<file path="config.mk">
export PLATFORM = sky130hd
export DESIGN_NAME = mpct_queue
export DESIGN_NICKNAME = d
export VERILOG_FILES = /design/src/hdl/mpct_pkg.sv /design/src/hdl/mpct_queue.sv
export SDC_FILE = /design/constraint.sdc
export NUM_CORES = 1
export LEC_CHECK = 0
export BUFFER_PORTS_ARGS = -buffer_cell sky130_fd_sc_hd__buf_2
export CAP_MARGIN = 20
export CORE_MARGIN = 5
export CORE_UTILIZATION = 35
export CTS_CLUSTER_SIZE = 20
export DETAILED_ROUTE_END_ITERATION = 10
export GPL_TIMING_DRIVEN = 0
export MAX_ROUTING_LAYER = met4
export PLACE_DENSITY = 0.58
export SLEW_MARGIN = 0
export SYNTH_ARGS = -nofsm -noshare
export SYNTH_HDL_FRONTEND = slang
export SYNTH_SLANG_ARGS = --single-unit
</file>
<file path="constraint.sdc">
create_clock -name clk -period 2.3 [get_ports clk]
set_input_delay 0.115 -clock clk [delete_from_list [all_inputs] [get_ports clk]]
set_output_delay 0.115 -clock clk [all_outputs]
set_load 0.005 [all_outputs]
</file>
<file path="src/hdl/mpct_pkg.sv">
`default_nettype none
package mpct_pkg;

  localparam int COORD_BITS     = 10;
  localparam int OUT_COORD_BITS = 10;
  localparam int LIMIT_BITS     = 10;
  localparam int MOVE_BITS      = 9;
  localparam int CFG_IDX_BITS   = 1;
  localparam int SUM_BITS       = ((COORD_BITS > LIMIT_BITS) ? COORD_BITS : LIMIT_BITS) + 2;

  localparam logic [COORD_BITS-1:0] COORD_MAX   = {COORD_BITS{1'b1}};
  localparam logic [COORD_BITS-1:0] POS_X_RESET = COORD_BITS'(160);
  localparam logic [COORD_BITS-1:0] POS_Y_RESET = COORD_BITS'(120);
  localparam logic [LIMIT_BITS-1:0] X_LIMIT_RESET = LIMIT_BITS'(314);
  localparam logic [LIMIT_BITS-1:0] Y_LIMIT_RESET = LIMIT_BITS'(234);

  // status byte bit positions
  localparam int SYNC_POS  = 3;
  localparam int XSIGN_POS = 4;
  localparam int YSIGN_POS = 5;
  localparam int XOVF_POS  = 6;
  localparam int YOVF_POS  = 7;

  // configuration register indexes
  localparam logic [CFG_IDX_BITS-1:0] REG_X_LIMIT = 1'b0;
  localparam logic [CFG_IDX_BITS-1:0] REG_Y_LIMIT = 1'b1;

  typedef enum logic [1:0] {
    SLOT_STATUS = 2'd0,
    SLOT_XMOVE  = 2'd1,
    SLOT_YMOVE  = 2'd2
  } byte_slot_t;

  typedef struct packed {
    logic [7:0] status;
    logic [7:0] x_byte;
    logic [7:0] y_byte;
  } packet_t;

  // handshake between the packet queue and the cursor stage
  typedef struct packed {
    logic    valid;
    packet_t pkt;
  } queue_head_t;

endpackage
`default_nettype wire

</file>
<file path="src/hdl/mpct_queue.sv">
`default_nettype none
module mpct_queue import mpct_pkg::*; (
  input  wire logic    clk,
  input  wire logic    rst_n,
  input  wire logic    push_valid,
  input  wire packet_t push_pkt,
  output logic         full,
  output queue_head_t  head,
  input  wire logic    pop
);

  packet_t    mem [2];
  logic       wr_ptr_r, rd_ptr_r;
  logic [1:0] count_r;
  logic       do_push;

  assign full       = (count_r == 2'd2);
  assign do_push    = push_valid && !full;
  assign head.valid = (count_r != 2'd0);
  assign head.pkt   = mem[rd_ptr_r];

  always_ff @(posedge clk) begin
    if (do_push) begin
      mem[wr_ptr_r] <= push_pkt;
    end
  end

  always_ff @(posedge clk) begin
    if (!rst_n) begin
      wr_ptr_r <= 1'b0;
      rd_ptr_r <= 1'b0;
      count_r  <= 2'd0;
    end else begin
      if (do_push) wr_ptr_r <= !wr_ptr_r;
      if (pop)     rd_ptr_r <= !rd_ptr_r;
      count_r <= count_r + 2'(do_push) - 2'(pop);
    end
  end

endmodule
`default_nettype wire

</file>
==> metrics.cfg <==
[power]
vdd_drop_max_uv=459
p_sw_uw=543
sw_frac_of_total=0.228
comb_power_share=0.221
clkPwrFrac=0.250
cellLeakagePower_nw=1.13
power_mw=2.38
pwr-share-seq=0.529
p_int_mw=1.84
powerDensity_nw_per_um2=856

[detailed_routing]
drc=0
routed_wl_um=3490
wl_per_cell_um=13.5
routed_via_density=4.30
vias=1113
drt_iter0_markers=39
antenna_left=0
firstDrtPassIters=4

[placed_design]
io_buffers=53
hpwl_um=2470
place_area_um2=2450
place_congestion=0.682
post-place-ws_ns=0.366

[critical_path]
crit_path_end_kind=flop
cp.required_ns=2.30
critPathKind=flop to flop
cp.arrival_ns=1.68
rr_worst_depth=3
start_kind=flop
crit_fanout=13

[grt]
gr-usage-met3=0.0352
grt_pass1_vias=1213
grtUsageTotal=0.0999
grt_pass1_wl_um=5490
grt_antenna_before_repair=0
overflow=0
grt_max_degree=25
met2_usage=0.175
grt-busiest-layer=met2
grtUsageMet1=0.103

[cells_and_area]
design_area_um2=2780
synthToLayoutAreaGrowth_pct=34.7
nFillCells=537
final-seq-area_um2=1540
diodes=0
multiInputGateArea_um2=463
fin_nets=213
layout-drive-gt1-share=0.489
fin_util=0.478

[die]
pin_count=54
die_w_um=86.8
rows=28
die_area_um2=7530
initial_core_util=0.355
core_um2=5820
die_height_um=86.8

[clock_tree]
clk_latency_ns=0.30
cts_sinks=53
path_clk_slew_ns=0.08
clockBufferDepth=2
cts_tree=built
numCtsBuffers=5
h-tree-depth=2
ctsRootBufferMaster=clkbuf_8

[min_path]
hold_class=input port to flop
min_delay_path_depth=1

[sta]
worst_pin_slew_ns=0.675
min_period_over_period=0.730
maxSlewViolCount=0
worst_slack_ns=0.621
hold_viol=0
finalSetupViolCount=0
max_freq_mhz=595
setup_tns_ns=0
rsz0062_at_grt=no
max-slew-margin-rel=0.550
finalCriticalPeriod_ns=1.68
clock_skew_ns=0.00694

[flow_run]
cap_violations=0

[logic_synthesis]
synth_cell_types=17
yosysWarnings=0
syn_area_um2=2060
syn_area_per_cell_um2=20.6
synth_seq_area_share=0.747
ys_ff_latch=53
syn_nets=130
syn_inst=100

[outcome]
status=complete, no violations

[registers in the layout, summed over array words and instances (netlist names), named ones only]
name	cells
mem	48
rd_ptr_r	1
wr_ptr_r	1
count_r	2
[worst max-delay path, cell delays in order (launching register included)]
cell and delay [ns]:
dfxtp_1 0.35, nand2b_1 0.16, and3_1 0.61, buf_6 0.26
[area by class of cell]
class | count | share of cell area
Clock inverter | 2 | 0.0121
Multi-Input combinational cell | 41 | 0.166
Inverter | 3 | 0.00405
Timing Repair Buffer | 76 | 0.185
Clock buffer | 6 | 0.0261
Tap cell | 75 | 0.0337
Buffer | 3 | 0.0184
Sequential cell | 53 | 0.554
[power by group through the flow]
stage | sequential [mW] | clock, mW | combinational (mW)
after global routing | 1.27 | 0.659 | 0.573
after global placement | 1.28 | 0 | 0.454
after detailed placement | 1.29 | 0 | 0.504
after CTS | 1.26 | 0.615 | 0.526
final | 1.26 | 0.595 | 0.525
after floorplan | 1.27 | 0 | 0.296
[layout by cell type (no fill, tap or decap), types with 2 or more instances in the layout]
cell type      synthesis  routed
dfxtp_1                5       5
nand2_1                2       2
mux2_4                20      20
ha_1                   2       2
xnor2_1                2       2
buf_12                 2       2
edfxtp_1              48      48
nand2b_1               2       2
buf_6                  1       2
clkbuf_8               0       5
inv_1                  3       3
mux2_2                 4       4
buf_2                  0      53
dlygate4sd3_1          0      21
nor2_1                 4       3
[per-layer routing]
layer | wire (um) | share of wire
met2 | 1850 | 0.53
met3 | 232 | 0.066
met5 | 0 | 0
met4 | 61 | 0.017
met1 | 1350 | 0.39
[per-stage QoR]
| step | std cells | hold slack, ns |
|---|---|---|
| final | 259 | 0.0105 |
| after global routing | 259 | 0.00222 |
| after CTS | 252 | 0.000153 |
| after detailed placement | 229 | 0.306 |
| after global placement | 228 | 0.303 |
| after floorplan | 100 | 0.214 |
[what timing repair did]
item	in CTS	in global routing
hold buffers	15	6
gates resized for setup	0	0
setup buffers	0	0
endpoints found under the hold margin	28	12
[synth_stat cells]
cell | number | share of area
dfxtp_1 | 5 | 0.048
ha_1 | 2 | 0.012
or2_2 | 1 | 0.0030
mux2_2 | 4 | 0.022
edfxtp_1 | 48 | 0.70
and3_1 | 1 | 0.0030
nand2_1 | 2 | 0.0036
xor2_1 | 1 | 0.0042
inv_1 | 3 | 0.0055
nor2_1 | 4 | 0.0073
mux2_4 | 20 | 0.15
buf_12 | 2 | 0.019
buf_6 | 1 | 0.0055
and2_1 | 1 | 0.0030
xnor2_1 | 2 | 0.0085
mux2i_1 | 1 | 0.0048
nand2b_1 | 2 | 0.0061
[path summary, 6_finish.rpt]
kind         slack, ns                   from                   end
min               0.01           push_pkt[17]  mem[1][17]$_DFFE_PP_
min reg2reg       0.52  rd_ptr_r$_SDFFE_PN0P_                  flop
max               0.62  count_r[0]$_SDFF_PN0_  mem[1][17]$_DFFE_PP_
max reg2reg       0.62  count_r[0]$_SDFF_PN0_  mem[1][17]$_DFFE_PP_
[cells by family after synthesis]
family	share of synthesized area
and+or+nand+nor	0.0261
adders and majority gates	0.0121
DFF	0.747
xor gates and xnor gates	0.0127
buffers and inverters	0.0303
muxes	0.172
Note: power is estimated with default switching activity, not from simulation.
