===== src/hdl/mpct_pkg.sv =====
`default_nettype none
package mpct_pkg;

  localparam int COORD_BITS     = 10;
  localparam int OUT_COORD_BITS = 10;
  localparam int LIMIT_BITS     = 10;
  localparam int MOVE_BITS      = 9;
  localparam int CFG_IDX_BITS   = 1;
  localparam int SUM_BITS       = ((COORD_BITS > LIMIT_BITS) ? COORD_BITS : LIMIT_BITS) + 2;

  localparam logic [COORD_BITS-1:0] COORD_MAX   = {COORD_BITS{1'b1}};
  localparam logic [COORD_BITS-1:0] POS_X_RESET = COORD_BITS'(160);
  localparam logic [COORD_BITS-1:0] POS_Y_RESET = COORD_BITS'(120);
  localparam logic [LIMIT_BITS-1:0] X_LIMIT_RESET = LIMIT_BITS'(314);
  localparam logic [LIMIT_BITS-1:0] Y_LIMIT_RESET = LIMIT_BITS'(234);

  // status byte bit positions
  localparam int SYNC_POS  = 3;
  localparam int XSIGN_POS = 4;
  localparam int YSIGN_POS = 5;
  localparam int XOVF_POS  = 6;
  localparam int YOVF_POS  = 7;

  // configuration register indexes
  localparam logic [CFG_IDX_BITS-1:0] REG_X_LIMIT = 1'b0;
  localparam logic [CFG_IDX_BITS-1:0] REG_Y_LIMIT = 1'b1;

  typedef enum logic [1:0] {
    SLOT_STATUS = 2'd0,
    SLOT_XMOVE  = 2'd1,
    SLOT_YMOVE  = 2'd2
  } byte_slot_t;

  typedef struct packed {
    logic [7:0] status;
    logic [7:0] x_byte;
    logic [7:0] y_byte;
  } packet_t;

  // handshake between the packet queue and the cursor stage
  typedef struct packed {
    logic    valid;
    packet_t pkt;
  } queue_head_t;

endpackage
`default_nettype wire


===== src/hdl/mpct_front.sv =====
`default_nettype none
module mpct_front import mpct_pkg::*; (
  input  wire logic    clk,
  input  wire logic    rst_n,
  input  wire logic    in_valid,
  output logic         in_ready,
  input  wire logic [7:0] in_byte,
  output logic         push_valid,
  output packet_t      push_pkt,
  input  wire logic    queue_full
);

  byte_slot_t slot_r, slot_nxt;
  logic [7:0] status_r, status_nxt;
  logic [7:0] xbyte_r, xbyte_nxt;
  logic       take;

  // only the closing byte needs room in the queue
  assign in_ready = !(queue_full && (slot_r != SLOT_STATUS) && (slot_r != SLOT_XMOVE));
  assign take     = in_valid && in_ready;

  always_ff @(posedge clk) begin
    if (!rst_n) begin
      slot_r <= SLOT_STATUS;
    end else begin
      slot_r <= slot_nxt;
    end
  end

  always_ff @(posedge clk) begin
    status_r <= status_nxt;
    xbyte_r  <= xbyte_nxt;
  end

  always_comb begin
    slot_nxt   = slot_r;
    status_nxt = status_r;
    xbyte_nxt  = xbyte_r;
    push_valid = 1'b0;
    push_pkt   = '{status: status_r, x_byte: xbyte_r, y_byte: in_byte};
    unique case (slot_r)
      SLOT_STATUS: begin
        // resync: drop a first byte without the always-one bit
        if (take && in_byte[SYNC_POS]) begin
          status_nxt = in_byte;
          slot_nxt   = SLOT_XMOVE;
        end
      end
      SLOT_XMOVE: begin
        if (take) begin
          xbyte_nxt = in_byte;
          slot_nxt  = SLOT_YMOVE;
        end
      end
      default: begin
        if (take) begin
          push_valid = 1'b1;
          slot_nxt   = SLOT_STATUS;
        end
      end
    endcase
  end

endmodule
`default_nettype wire


===== config.mk =====
export PLATFORM = sky130hd
export DESIGN_NAME = mpct_front
export DESIGN_NICKNAME = d
export VERILOG_FILES = /design/src/hdl/mpct_pkg.sv /design/src/hdl/mpct_front.sv
export SDC_FILE = /design/constraint.sdc
export NUM_CORES = 1
export LEC_CHECK = 0
export BUFFER_PORTS_ARGS = -buffer_cell sky130_fd_sc_hd__buf_2
export CAP_MARGIN = 0
export CORE_MARGIN = 2
export CORE_UTILIZATION = 37
export DETAILED_ROUTE_END_ITERATION = 7
export PLACE_DENSITY = 0.72
export SLEW_MARGIN = 20
export SYNTH_ARGS = -nofsm -noshare
export SYNTH_HDL_FRONTEND = slang
export SYNTH_SLANG_ARGS = --single-unit

===== constraint.sdc =====
create_clock -name clk -period 1.2 [get_ports clk]
set_clock_uncertainty 0.1 [all_clocks]
set_input_delay 0.18 -clock clk [delete_from_list [all_inputs] [get_ports clk]]
set_output_delay 0.18 -clock clk [all_outputs]
set_load 0.1 [all_outputs]

==> results.sh <==
export IMPL_status="finished, violations left"
export IMPL_failed_checks="negative setup slack"
export IMPL_track_usage_pct=12.2
export IMPL_via_count=393
export IMPL_slowest_stage="dfxtp_2"
export IMPL_htreeDepth=1
export IMPL_numCtsBuffers=3
export IMPL_dp_final_hpwl_um=902
export IMPL_core_sq_mm=0.00169
export IMPL_die_h_um=45.8
export IMPL_die_area_sq_mm=0.00210
export IMPL_multiInputGateArea_sq_um=81.3
export IMPL_hp_class="in2reg"
export IMPL_hold_slack_ps=28.5
export IMPL_nets=85
export IMPL_seq_area_sq_um=522
export IMPL_worstMarginPinSlew_ps=224
export IMPL_ys_seq_area_share_pct=80.5
export IMPL_startpoint_type="flip-flop"
export IMPL_port_buffers=37
export IMPL_p_leak_nw=0.513
export IMPL_insertion_delay_ps=280
export IMPL_worst_path_dominant_cell_family="flip-flops"
export IMPL_vdd_drop_max_mv=0.774
export IMPL_synth_distinct_cells=13
export IMPL_setup_viol=3
export IMPL_synth_fp_nets=48
export IMPL_grt_pass1_wl_mm=1.73
export IMPL_path_class="reg2out"
export IMPL_rsz0062_at_grt="yes"
export IMPL_maxCapViolCount=0
export IMPL_antenna_found_initial=0
export IMPL_crit_chain="buf_6 -> inv_4 -> nor2_4 -> buf_12"
export IMPL_postCtsSetupBuffers=0
export IMPL_cts_tree="done"
export IMPL_netlist_area_sq_um=647
export IMPL_ys_warn_count=0
export IMPL_cts_buffer_depth=2
export IMPL_cp_max_fo=3
export IMPL_worstPathRequired_ps=920
export IMPL_fillCellCount=97
export IMPL_timing_fmax_mhz=753
export IMPL_period_share_pct=111
export IMPL_p_per_area_mw_per_mm2=1160
export IMPL_clk_pin_slew_ps=90
export IMPL_vias_per_cell=4.42
export IMPL_synthCells=36
export IMPL_antenna_cells_inserted=0
export IMPL_antenna_left=0
export IMPL_io_pins=38
export IMPL_post_route_drc_count=0
export IMPL_grt_pass1_vias=379
export IMPL_power_w=0.00146
export IMPL_finalMaxSlewViolations=0
export IMPL_drive_gt1_share_pct=66.7
export IMPL_hold_viol_final=0
export IMPL_place_gp_congestion=0.724
export IMPL_dr_pass1_iters=3
export IMPL_grt_max_degree=11
export IMPL_wirelength_mm=1.13
export IMPL_fp_row_count=15
export IMPL_cp_num_buf_inv=3
export IMPL_worst_ep_arrival_time_ps=1050
export IMPL_min_period_ps=1330
export IMPL_synth_seq_cells=18
export IMPL_overflow=0
export IMPL_root_buffer="clkbuf_4"
export IMPL_die_x_um=45.8
export IMPL_maxSlewHeadroom_pct=85.1
export IMPL_areaGrowthSynthToFinish_pct=95.0
export IMPL_end_kind="primary output"
export IMPL_wl_per_cell_um=12.7
export IMPL_avgSynthCellArea_sq_um=18.0
export IMPL_clock_sinks=18
export IMPL_setup_ws_ps=-129
export IMPL_cp_slowest_stage_delay_ps=350
export IMPL_first_iter_violations=2
export IMPL_start_util_pct=38.3
==> worst paths after layout <==
check	startpoint	to	slack, ps	cells after the start
setup / recovery	slot_r[1]	push_valid	-130	4
hold / removal	in_byte[4]	xbyte_r[4]	30	1
hold reg to reg	slot_r[0]	slot_r[0]	550	2
setup reg to reg	slot_r[1]	status_r[2]	40	1
==> through the flow <==
step	utilization [%]	TNS, ps	setup slack (ps)	area [sq um]	instances
floorplan	-	-48.5	-48.5	662	36
global placement	71.9	0	48.3	1210	84
detailed placement	71.9	0	7.13	1210	84
CTS	74.7	-248	-146	1260	89
global route	74.7	-520	-178	1260	89
finish	74.7	-190	-129	1260	89
==> cell usage in the layout, fill, tap and decap left out, drive strengths merged <==
cell type	netlist	final
a21boi	1	1
a21oi	1	1
and3b	1	1
and4bb	1	1
buf	8	39
clkbuf	0	3
clkinv	0	1
dfxtp	2	2
dlygate4sd3	0	1
edfxtp	16	16
inv	1	1
nand2	1	1
nand2b	1	1
nor2	1	1
nor2b	1	1
o21a	1	1
==> cell type report <==
class	count	share of cell area (%)
repair buffers	40	47.9
flip-flops and latches	18	41.4
inverters	1	0.496
well taps	17	1.69
multi-input cells	9	6.45
clock inverters	1	0.298
clock buffers	3	1.79
==> where the power goes <==
group / switching [W] / total [W] / internal, W / leakage [nW]
clock network: 0.000169 / 0.000290 / 0.000121 / 0.0154
registers: 0.0000164 / 0.000725 / 0.000709 / 0.164
logic: 0.000294 / 0.000446 / 0.000152 / 0.334
==> cells in the mapped netlist (all sizes together) <==
library cell,count,share of area (%)
edfxtp,16,74
buf,8,9.3
dfxtp,2,6.2
a21boi,1,1.2
a21oi,1,0.77
and3b,1,1.5
and4bb,1,1.9
inv,1,0.58
nand2,1,0.58
nand2b,1,0.97
nor2,1,0.58
nor2b,1,0.97
o21a,1,1.2
==> what timing repair did <==
item,CTS,global route
gates resized for setup,5,0
endpoints found under the hold margin,1,0
endpoints found under the setup margin,13,17
pin swaps,1,0
hold buffers,1,0
==> layer usage <==
| layer | vias up | GRT usage (%) | routed length, um |
|---|---|---|---|
| met5 | - | 0 | 0 |
| met4 | 0 | 6.86 | 5 |
| met3 | 2 | 2.38 | 80 |
| met2 | 21 | 18.0 | 547 |
| met1 | 175 | 16.7 | 496 |
| li1 | 195 | - | - |
==> state kept, by name (all words and copies together), names as in the netlist <==
signal / count
slot_r: 2
status_r: 8
xbyte_r: 8
==> cells by family after synthesis <==
group	synth area share (%)
DFF	80.5
buffers and inverters	9.86
and+or+nand+nor	6.58
AOI/OAI and AO/OA	3.09
No activity file was read; power rests on OpenSTA's default activity.
